==> config.mk <==
export PLATFORM = sky130hd
export DESIGN_NAME = lcg_random_int_and_fraction
export DESIGN_NICKNAME = d
export VERILOG_FILES = /design/src/lrif_pkg.sv /design/src/lcg_random_int_and_fraction.sv /design/src/lrif_lcg.sv /design/src/lrif_div.sv
export VERILOG_INCLUDE_DIRS = /design/src /design/src/src
export SDC_FILE = /design/constraint.sdc
export NUM_CORES = 1
export LEC_CHECK = 0
export ABC_AREA = 1
export BUFFER_PORTS_ARGS = -buffer_cell sky130_fd_sc_hd__clkbuf_2
export CAP_MARGIN = 30
export CORE_MARGIN = 4
export CORE_UTILIZATION = 50
export CTS_CLUSTER_DIAMETER = 200
export DETAILED_ROUTE_END_ITERATION = 7
export PLACE_DENSITY_LB_ADDON = 0.1
export SYNTH_ARGS = -nofsm -noshare
export SYNTH_HDL_FRONTEND = slang
export SYNTH_SLANG_ARGS = --single-unit
==> constraint.sdc <==
create_clock -name clock -period 5.5 [get_ports clock]
set_input_delay 0.275 -clock clock [delete_from_list [all_inputs] [get_ports clock]]
set_output_delay 0.275 -clock clock [all_outputs]
set_load 0.005 [all_outputs]
==> src/lcg_random_int_and_fraction_macros.svh <==
// Assertion helpers for the top-level RTL
`ifndef LCG_RANDOM_INT_AND_FRACTION_MACROS_SVH
`define LCG_RANDOM_INT_AND_FRACTION_MACROS_SVH

// same-cycle implication, checked outside reset
`define LRIF_ASSERT_SAME(label, clk, rst, cond, expr, msg) \
   label: assert property (@(posedge clk) disable iff (rst) (cond) |-> (expr)) \
      else $error(msg);

// next-cycle implication, checked outside reset
`define LRIF_ASSERT_NEXT(label, clk, rst, cond, expr, msg) \
   label: assert property (@(posedge clk) disable iff (rst) (cond) |=> (expr)) \
      else $error(msg);

`endif

==> src/lrif_pkg.sv <==
`default_nettype none

package lrif_pkg;

   localparam logic [31:0] LCG_MUL    = 32'd1664525;
   localparam logic [31:0] LCG_ADD    = 32'd1013904223;
   localparam int          INT_W      = 15;
   localparam int          FRAC_W     = 24;
   localparam int          SEED_W     = 32;
   localparam logic [4:0]  SHIFT_BASE = 5'd16;

   // request kinds
   localparam logic OP_INT  = 1'b0;
   localparam logic OP_FRAC = 1'b1;

   // sequencer states
   typedef enum logic [1:0] {
      ST_IDLE,
      ST_STEP,
      ST_DIV,
      ST_DONE
   } seq_state_type;

   // control from the sequencer to the generator
   typedef struct packed {
      logic load;
      logic step;
   } lcg_ctrl_type;

   // number of significant bits of a 15-bit value (0 for zero)
   function automatic logic [3:0] bit_length(input logic [INT_W-1:0] v);
      logic [3:0] n;
      n = 4'd0;
      for (int i = 0; i < INT_W; i++) begin
         if (v[i]) begin
            n = 4'(i + 1);
         end
      end
      return n;
   endfunction

endpackage

`default_nettype wire

==> src/lcg_random_int_and_fraction.sv <==
// Integer request: generator step (multiply, then add), then the remainder loop,
//   then the result register; fraction request: generator step, then the result
//   register; integer request with zero bound: straight to the result register.
// Throughput: one request at a time; the next request is accepted once the result
//   of the last one is loaded, which waits while the result side is stalled.
// Reset: synchronous, active high; generator state goes to 0, channels idle.
`default_nettype none
`include "lcg_random_int_and_fraction_macros.svh"

module lcg_random_int_and_fraction
   import lrif_pkg::*;
(
   input  wire logic        clock,
   input  wire logic        reset,
   // request channel
   input  wire logic        req_tvalid,
   output logic             req_tready,
   input  wire logic [15:0] req_tdata,  // [14:0] max_value, [15] signed_range
   input  wire logic        req_tuser,  // [0] opcode
   // result channel
   output logic             rsp_tvalid,
   input  wire logic        rsp_tready,
   output logic [71:0]      rsp_tdata,  // [14:0] int_value, [38:15] fraction_value,
                                        // [70:39] seed_now, [71] zero
   // seed register write
   input  wire logic        csr_valid,
   output logic             csr_ready,
   input  wire logic [31:0] csr_data
);

   seq_state_type     state_ff, state_in;
   logic              op_ff;
   logic [INT_W-1:0]  max_ff;
   logic              sgn_ff;
   logic              rsp_valid_ff, rsp_valid_in;
   logic [INT_W-1:0]  int_ff;
   logic [FRAC_W-1:0] frac_ff;
   logic [SEED_W-1:0] seed_ff;

   lcg_ctrl_type      lcg_ctrl;
   logic [SEED_W-1:0] gen_state;
   logic              lcg_done;
   logic              div_start;
   logic              div_busy;
   logic              div_done;
   logic [INT_W-1:0]  div_rem;
   logic [INT_W-1:0]  dividend;
   logic [3:0]        shift;
   logic              req_fire;
   logic              out_load;
   logic [INT_W-1:0]  int_next;
   logic [FRAC_W-1:0] frac_next;

   assign req_fire = req_tvalid && req_tready;

   // low 15 state bits scaled down to one bit under the bound's bit length
   assign shift    = 4'(SHIFT_BASE - {1'b0, bit_length(max_ff)});
   assign dividend = gen_state[INT_W-1:0] >> shift;

   // sequencer
   always_comb begin
      state_in      = state_ff;
      req_tready    = 1'b0;
      csr_ready     = 1'b0;
      lcg_ctrl.load = 1'b0;
      lcg_ctrl.step = 1'b0;
      div_start     = 1'b0;
      out_load      = 1'b0;
      case (state_ff)
         ST_IDLE: begin
            csr_ready     = 1'b1;
            req_tready    = !csr_valid;
            lcg_ctrl.load = csr_valid;
            if (req_fire) begin
               if (req_tuser == OP_INT && req_tdata[INT_W-1:0] == '0) begin
                  state_in = ST_DONE;
               end else begin
                  lcg_ctrl.step = 1'b1;
                  state_in      = ST_STEP;
               end
            end
         end
         ST_STEP: begin
            if (lcg_done) begin
               if (op_ff == OP_INT) begin
                  div_start = 1'b1;
                  state_in  = ST_DIV;
               end else begin
                  state_in = ST_DONE;
               end
            end
         end
         ST_DIV: begin
            if (div_done) begin
               state_in = ST_DONE;
            end
         end
         ST_DONE: begin
            if (!rsp_valid_ff || rsp_tready) begin
               out_load = 1'b1;
               state_in = ST_IDLE;
            end
         end
         default: begin
            state_in = ST_IDLE;
         end
      endcase
   end

   always_ff @(posedge clock) begin
      if (reset) begin
         state_ff <= ST_IDLE;
      end else begin
         state_ff <= state_in;
      end
   end

   // request capture
   always_ff @(posedge clock) begin
      if (req_fire) begin
         op_ff  <= req_tuser;
         max_ff <= req_tdata[INT_W-1:0];
         sgn_ff <= req_tdata[INT_W];
      end
   end

   // result fields
   always_comb begin
      int_next  = '0;
      frac_next = '0;
      if (op_ff == OP_INT) begin
         if (max_ff != '0) begin
            int_next = div_rem;
         end
      end else if (sgn_ff) begin
         // 2m - 2^23 in 24 bits
         frac_next = {~gen_state[22], gen_state[21:0], 1'b0};
      end else begin
         frac_next = {1'b0, gen_state[22:0]};
      end
   end

   // output register
   always_comb begin
      rsp_valid_in = rsp_valid_ff;
      if (out_load) begin
         rsp_valid_in = 1'b1;
      end else if (rsp_tready) begin
         rsp_valid_in = 1'b0;
      end
   end

   always_ff @(posedge clock) begin
      if (reset) begin
         rsp_valid_ff <= 1'b0;
      end else begin
         rsp_valid_ff <= rsp_valid_in;
      end
   end

   always_ff @(posedge clock) begin
      if (out_load) begin
         int_ff  <= int_next;
         frac_ff <= frac_next;
         seed_ff <= gen_state;
      end
   end

   assign rsp_tvalid = rsp_valid_ff;
   assign rsp_tdata  = {1'b0, seed_ff, frac_ff, int_ff};

   lrif_lcg u_lcg (
      .clock      (clock),
      .reset      (reset),
      .ctrl       (lcg_ctrl),
      .load_value (csr_data),
      .state_now  (gen_state),
      .done       (lcg_done)
   );

   lrif_div u_div (
      .clock     (clock),
      .reset     (reset),
      .start     (div_start),
      .dividend  (dividend),
      .divisor   (max_ff),
      .busy      (div_busy),
      .done      (div_done),
      .remainder (div_rem)
   );

   // checks
   `LRIF_ASSERT_SAME(a_int_below_bound, clock, reset,
      out_load && op_ff == OP_INT && max_ff != '0, int_next < max_ff,
      "integer result not below its bound")
   `LRIF_ASSERT_SAME(a_div_only_in_div, clock, reset,
      div_busy, state_ff == ST_DIV, "remainder unit running outside its state")
   `LRIF_ASSERT_NEXT(a_accept_leaves_idle, clock, reset,
      req_fire, state_ff != ST_IDLE, "sequencer stayed idle after a transfer")
   `LRIF_ASSERT_SAME(a_int_no_fraction, clock, reset,
      out_load && op_ff == OP_INT, frac_next == '0, "integer result carries a fraction")

endmodule

`default_nettype wire

==> src/lrif_lcg.sv <==
`default_nettype none

// Generator state with a registered step: multiply into a product register, then add
module lrif_lcg
   import lrif_pkg::*;
(
   input  wire logic              clock,
   input  wire logic              reset,
   input  wire lcg_ctrl_type      ctrl,
   input  wire logic [SEED_W-1:0] load_value,
   output logic      [SEED_W-1:0] state_now,
   output logic                   done
);

   logic [SEED_W-1:0] state_ff, state_in;
   logic [SEED_W-1:0] prod_ff;
   logic              phase_ff, phase_in;
   logic              done_ff, done_in;

   // next state: a load wins over a step
   always_comb begin
      state_in = state_ff;
      phase_in = 1'b0;
      done_in  = 1'b0;
      if (ctrl.load) begin
         state_in = load_value;
      end else if (phase_ff) begin
         state_in = prod_ff + LCG_ADD;
         done_in  = 1'b1;
      end else if (ctrl.step) begin
         phase_in = 1'b1;
      end
   end

   always_ff @(posedge clock) begin
      if (reset) begin
         state_ff <= '0;
         phase_ff <= 1'b0;
         done_ff  <= 1'b0;
      end else begin
         state_ff <= state_in;
         phase_ff <= phase_in;
         done_ff  <= done_in;
      end
   end

   // product register, mod 2^32
   always_ff @(posedge clock) begin
      prod_ff <= state_ff * LCG_MUL;
   end

   assign state_now = state_ff;
   assign done      = done_ff;

endmodule

`default_nettype wire

==> src/lrif_div.sv <==
`default_nettype none

// Radix-2 restoring remainder unit, one bit per cycle
module lrif_div
   import lrif_pkg::*;
(
   input  wire logic             clock,
   input  wire logic             reset,
   input  wire logic             start,
   input  wire logic [INT_W-1:0] dividend,
   input  wire logic [INT_W-1:0] divisor,
   output logic                  busy,
   output logic                  done,
   output logic      [INT_W-1:0] remainder
);

   logic [INT_W-1:0] quo_ff, quo_in;
   logic [INT_W-1:0] rem_ff, rem_in;
   logic [INT_W-1:0] dsr_ff, dsr_in;
   logic [3:0]       cnt_ff, cnt_in;
   logic             busy_ff, busy_in;
   logic             done_ff, done_in;
   logic [INT_W:0]   trial;
   logic [INT_W:0]   diff;

   // shift in one dividend bit, subtract when it fits
   always_comb begin
      trial   = {rem_ff, quo_ff[INT_W-1]};
      diff    = trial - {1'b0, dsr_ff};
      quo_in  = quo_ff;
      rem_in  = rem_ff;
      dsr_in  = dsr_ff;
      cnt_in  = cnt_ff;
      busy_in = busy_ff;
      done_in = 1'b0;
      if (start) begin
         quo_in  = dividend;
         rem_in  = '0;
         dsr_in  = divisor;
         cnt_in  = 4'(INT_W - 1);
         busy_in = 1'b1;
      end else if (busy_ff) begin
         quo_in = {quo_ff[INT_W-2:0], 1'b0};
         rem_in = diff[INT_W] ? trial[INT_W-1:0] : diff[INT_W-1:0];
         cnt_in = cnt_ff - 4'd1;
         if (cnt_ff == 4'd0) begin
            busy_in = 1'b0;
            done_in = 1'b1;
         end
      end
   end

   always_ff @(posedge clock) begin
      if (reset) begin
         busy_ff <= 1'b0;
         done_ff <= 1'b0;
         cnt_ff  <= '0;
      end else begin
         busy_ff <= busy_in;
         done_ff <= done_in;
         cnt_ff  <= cnt_in;
      end
   end

   always_ff @(posedge clock) begin
      quo_ff <= quo_in;
      rem_ff <= rem_in;
      dsr_ff <= dsr_in;
   end

   assign busy      = busy_ff;
   assign done      = done_ff;
   assign remainder = rem_ff;

endmodule

`default_nettype wire

Word-level counts from Yosys, hierarchy flattened. Index checks and enable logic that the tools add are counted. Widths: inputs -> output; s select.

Bits in registers: 208. Bits of input ports: 54. Logic and storage cells: 107.

Add/sub/neg operators: 4. $mul: 1. Equality and inequality tests: 7. Shift operators: 1. Muxes and demuxes: 48. Bitwise gates (word level): 5. Reduce and logical (&&, ||, !) cells: 20.

Operators by type and width (count): $mux 32 (2); $mux 4 (16); $mux 15 (3); $add 32x30->32 const B (1); $mul 32x21->32 const B (1); $mux 23 (1); $mux 1 (19); $sub 16x15->16 (1); $logic_not 15->1 (1); $reduce_bool 15->1 (1); $shr 15x4->15 (1); $mux 2 (6); $pmux 2 s4 (1); $reduce_or 2->1 (4); $reduce_bool 2->1 (3); $reduce_or 3->1 (2); $not 1->1 (5); $eq 2x2->1 const B (2); $logic_not 4->1 (1); $ne 2x1->1 const B (2); $ne 2x2->1 const B (2); $reduce_and 4->1 (1); $sub 1x4->4 const A (1); $sub 4x1->4 const B (1); 6 further kinds (8).

Depth between registers and ports, before layout.
Word-level depth: 18. Depth in mapped cells: 25. Mapped depth without buffers: 23.

By module. A second synthesis with hierarchy kept.

Cell total of the unflattened synthesis: 2204. Area total of the unflattened synthesis: 17934.7 µm².

By module, submodules not included: lrif_lcg (times used 1, cells each 1359, area each 10522.6 µm²); lcg_random_int_and_fraction (times used 1, cells each 411, area each 4309.1 µm²); lrif_div (times used 1, cells each 434, area each 3103.0 µm²).

Least setup slack after synthesis. Ideal clock, no wire load.

Path type: register -> register. From: reg u_lcg.state_ff[3] (netlist: u_lcg.state_now[3]). To: reg u_lcg.prod_ff[29]. Arrival time: 5.166 ns. Path slack: 0.209 ns. Cell stages (with the launch flop): 21. Clock period less this slack: 5.291 ns. Cells stage by stage: dfxtp_1 -> ha_1 -> fa_1 -> inv_1 -> fa_1 -> inv_1 -> fa_1 -> fa_1 -> fa_1 -> inv_1 -> fa_1 -> inv_1 -> ha_1 -> nand2_1 -> nor4_1 -> nand3_1 -> nand3_1 -> nand3_1 -> nand2_1 -> a31oi_1 -> xor2_1.

Word-level cells in the longest chain between the ends: 1.

RTL lines: start, declared (line lrif_lcg.sv:15) `logic [SEED_W-1:0] state_ff, state_in;`; start signal, assigned (line lrif_lcg.sv:41) `state_ff <= state_in;`; $mul 32x21->32 (line lrif_lcg.sv:49) `prod_ff <= state_ff * LCG_MUL;`; end signal, assigned (line lrif_lcg.sv:49); end, declared (line lrif_lcg.sv:16) `logic [SEED_W-1:0] prod_ff;`.

No other way between the ends. A chain may end at the register's enable or synchronous reset.

Worst setup path after layout.
From: reg u_lcg.state_ff[12] (netlist: u_lcg.state_now[12]). To: reg u_lcg.prod_ff[30].

The elaborated chain is that of the path after synthesis.

==> impl_metrics.json <==
{
  "outcome": "finished, final reports clean",
  "synth_area_leaders": "edfxtp_1 (22%), fa_1 (17%), ha_1 (14%), dfxtp_1 (11%), inv_1 (9.2%)",
  "finalHoldViolCount": 0,
  "syn_to_final_growth_pct": 15.6,
  "period_share_pct": 96.4,
  "rsz0062_at_grt": "yes",
  "end_kind": "register",
  "final_cell_mix": "inv_1 (394), nand2_1 (219), ha_1 (177)",
  "setup_violations": 0,
  "ys_seq_elements": 208,
  "antenna_found_initial": 0,
  "fillers": 2789,
  "grt_use_total_pct": 24.7,
  "io_buffers": 127,
  "gp_congestion": 0.924,
  "antenna_cells": 0,
  "grt_max_degree": 40,
  "path_clk_slew_ns": 0.06,
  "syn_area_per_cell_um2": 9.33,
  "ios": 129,
  "cts-root-buf": "clkbuf_16",
  "die-width_um": 187,
  "hp-class": "input pin to register",
  "synth_edf_count": 118,
  "synth_top_cell_by_area": "edfxtp_1",
  "grt_pass1_wl_um": 69200,
  "dp_hpwl_um": 34700,
  "cts_buffers": 24,
  "h-tree-depth": 1,
  "netlist_area_um2": 16000,
  "wire_per_inst_um": 18.4,
  "wl_um": 42700,
  "path_buf_inv": 8,
  "synth_cell_types": 56,
  "max_stage_delay_ns": 0.57,
  "drive_gt1_share_pct": 14.0,
  "cp_common_cell": "inv_1",
  "critPathKind": "register to register",
  "nets": 2269,
  "cp_cell_sequence": "buf_4 > inv_1 > fa_1 > inv_1 > fa_1 > inv_1 > fa_1 > fa_1 > inv_1 > fa_1 > inv_1 > fa_1 > inv_1 > ha_1 > nand2_1 > nor2_1 > nand2_1 > inv_1 > nand3_1 > o221ai_2 > xor2_1",
  "worst_pin_slew_ns": 0.899,
  "die_height_um": 187,
  "cts_tree": "done",
  "vias_per_cell": 5.30,
  "maxSlewHeadroom_pct": 39.9,
  "cts_max_path_buffers": 3,
  "async_reset_ff_share_pct": 0,
  "antenna_left": 0,
  "fin_crit_ns": 5.30,
  "clock-sinks": 208,
  "drt_pass1_iterations": 6,
  "cp.arrival_ns": 5.77,
  "final_common_cell": "inv_1",
  "core_um2": 31600,
  "mappedNetlistNets": 2086,
  "drv_cap": 0,
  "cp_max_fo": 5,
  "required_ns": 5.97,
  "drtIter0Drc": 895,
  "grt_overflow": 0,
  "cp_top_family": "adder cells",
  "vias": 12300,
  "grt_pass1_vias": 12800,
  "synthCells": 1715,
  "clk-insertion-delay-late_ns": 0.53,
  "drc_errors": 0,
  "rows": 65,
  "synthFlopType": "edfxtp_1",
  "initial_core_util_pct": 50.7,
  "skew_ns": 0.00647,
  "finalMaxSlewViolations": 0,
  "slowest_stage": "fa_1",
  "yosysSeqAreaShare_pct": 33.4,
  "fin_util_pct": 58.6,
  "fmax_ghz": 0.189,
  "start_kind": "register",
  "ys_warn_count": 0,
  "synth.top_cell.area_share_pct": 22.1,
  "dieArea_um2": 34900
}
==> final timing paths <==
path | start | endpoint | slack (ns) | cells after the start
worst min register to register | max_ff[13] | u_div.dsr_ff[13] | 0.45 | 0
worst min-delay path | csr_data[30] | u_lcg.state_now[30] | 0.01 | 3
worst max-delay path | u_lcg.state_now[12] | u_lcg.prod_ff[30] | 0.20 | 21
worst max register to register | u_lcg.state_now[12] | u_lcg.prod_ff[30] | 0.20 | 21
==> final cells by class <==
class	instances	area (um^2)	share of cell area, %
Sequential cell	208	5360	29.0
Multi-Input combinational cell	1075	9140	49.4
Tap cell	402	503	2.72
Timing Repair Buffer	189	1180	6.38
Clock inverter	12	180	0.974
Inverter	400	1500	8.12
Clock buffer	32	641	3.46
==> synthesized netlist by cell type (4+ instances only) <==
library cell,n
o21ai_0,46
nand3_1,116
xnor2_1,25
nor2_1,74
a21oi_2,4
nand4_1,13
a31oi_1,17
o211ai_1,14
dfxtp_1,90
inv_2,5
nor3_1,8
buf_4,4
o221ai_1,9
inv_1,394
a21oi_1,71
nor4_1,9
a32oi_1,5
o21ai_2,4
nand2_1,221
fa_1,133
o22ai_1,29
xor2_1,40
edfxtp_1,118
ha_1,184
clkbuf_1,23
nand2_2,5
o31ai_1,4
nor2_2,4
==> what timing repair did <==
| item | in CTS | in global routing |
|---|---|---|
| gates resized for setup | 0 | 29 |
| endpoints found under the hold margin | 19 | 0 |
| setup buffers | 0 | 0 |
| endpoints found under the setup margin | 0 | 5 |
| hold buffers | 19 | 0 |
==> kinds of logic (layout without fill, tap and decap cells) <==
logic type      after synthesis  in the layout  synth area share, %
simple gates                464            464                 12.8
buf+inv                     432            633                 10.3
fa+ha+maj                   317            317                 31.0
compound gates              228            228                 8.86
flops                       208            208                 33.4
xor+xnor                     65             65                 3.56
other cells                   1              1               0.0234
==> metrics by stage <==
step	instances	worst slack (ns)	hold WS, ns	area, um^2	TNS [ns]
final	2318	0.200	0.0141	18500	0
after global routing	2318	-0.0163	0.0120	18500	-0.0163
after CTS	2318	0.0612	0.00484	18400	0
after detailed placement	2255	0.101	0.440	17400	0
after global placement	2253	0.110	0.435	17300	0
after floorplan	1715	0.209	0.374	16000	0
==> routing by layer <==
layer | global-route usage [%] | routed length [um] | share of wire (%) | up-vias
met5 | 0 | 0 | 0 | -
met4 | 6.11 | 1050 | 2.5 | 0
met3 | 3.32 | 2370 | 5.5 | 69
met2 | 42.3 | 20700 | 48 | 344
met1 | 33.4 | 18600 | 44 | 5917
li1 | - | - | - | 5947
==> worst min-delay path, delay by kind of cell <==
| family | cells | cell delay [ns] |
|---|---|---|
| compound gates | 2 | 0.15 |
| buf+inv | 1 | 0.08 |
==> sequential cells by signal, summed over array words and instances (netlist names), 2 cells and up <==
register         cells
state_ff             2
u_div.cnt_ff         4
seed_ff             32
frac_ff             24
u_div.dsr_ff        15
int_ff              15
u_div.remainder     15
max_ff              15
u_div.quo_ff        15
u_lcg.prod_ff       32
u_lcg.state_now     32
Power is left out: the tool's default activity adds up to more than one toggle a clock period on the data nets, which glitch-free logic cannot reach.
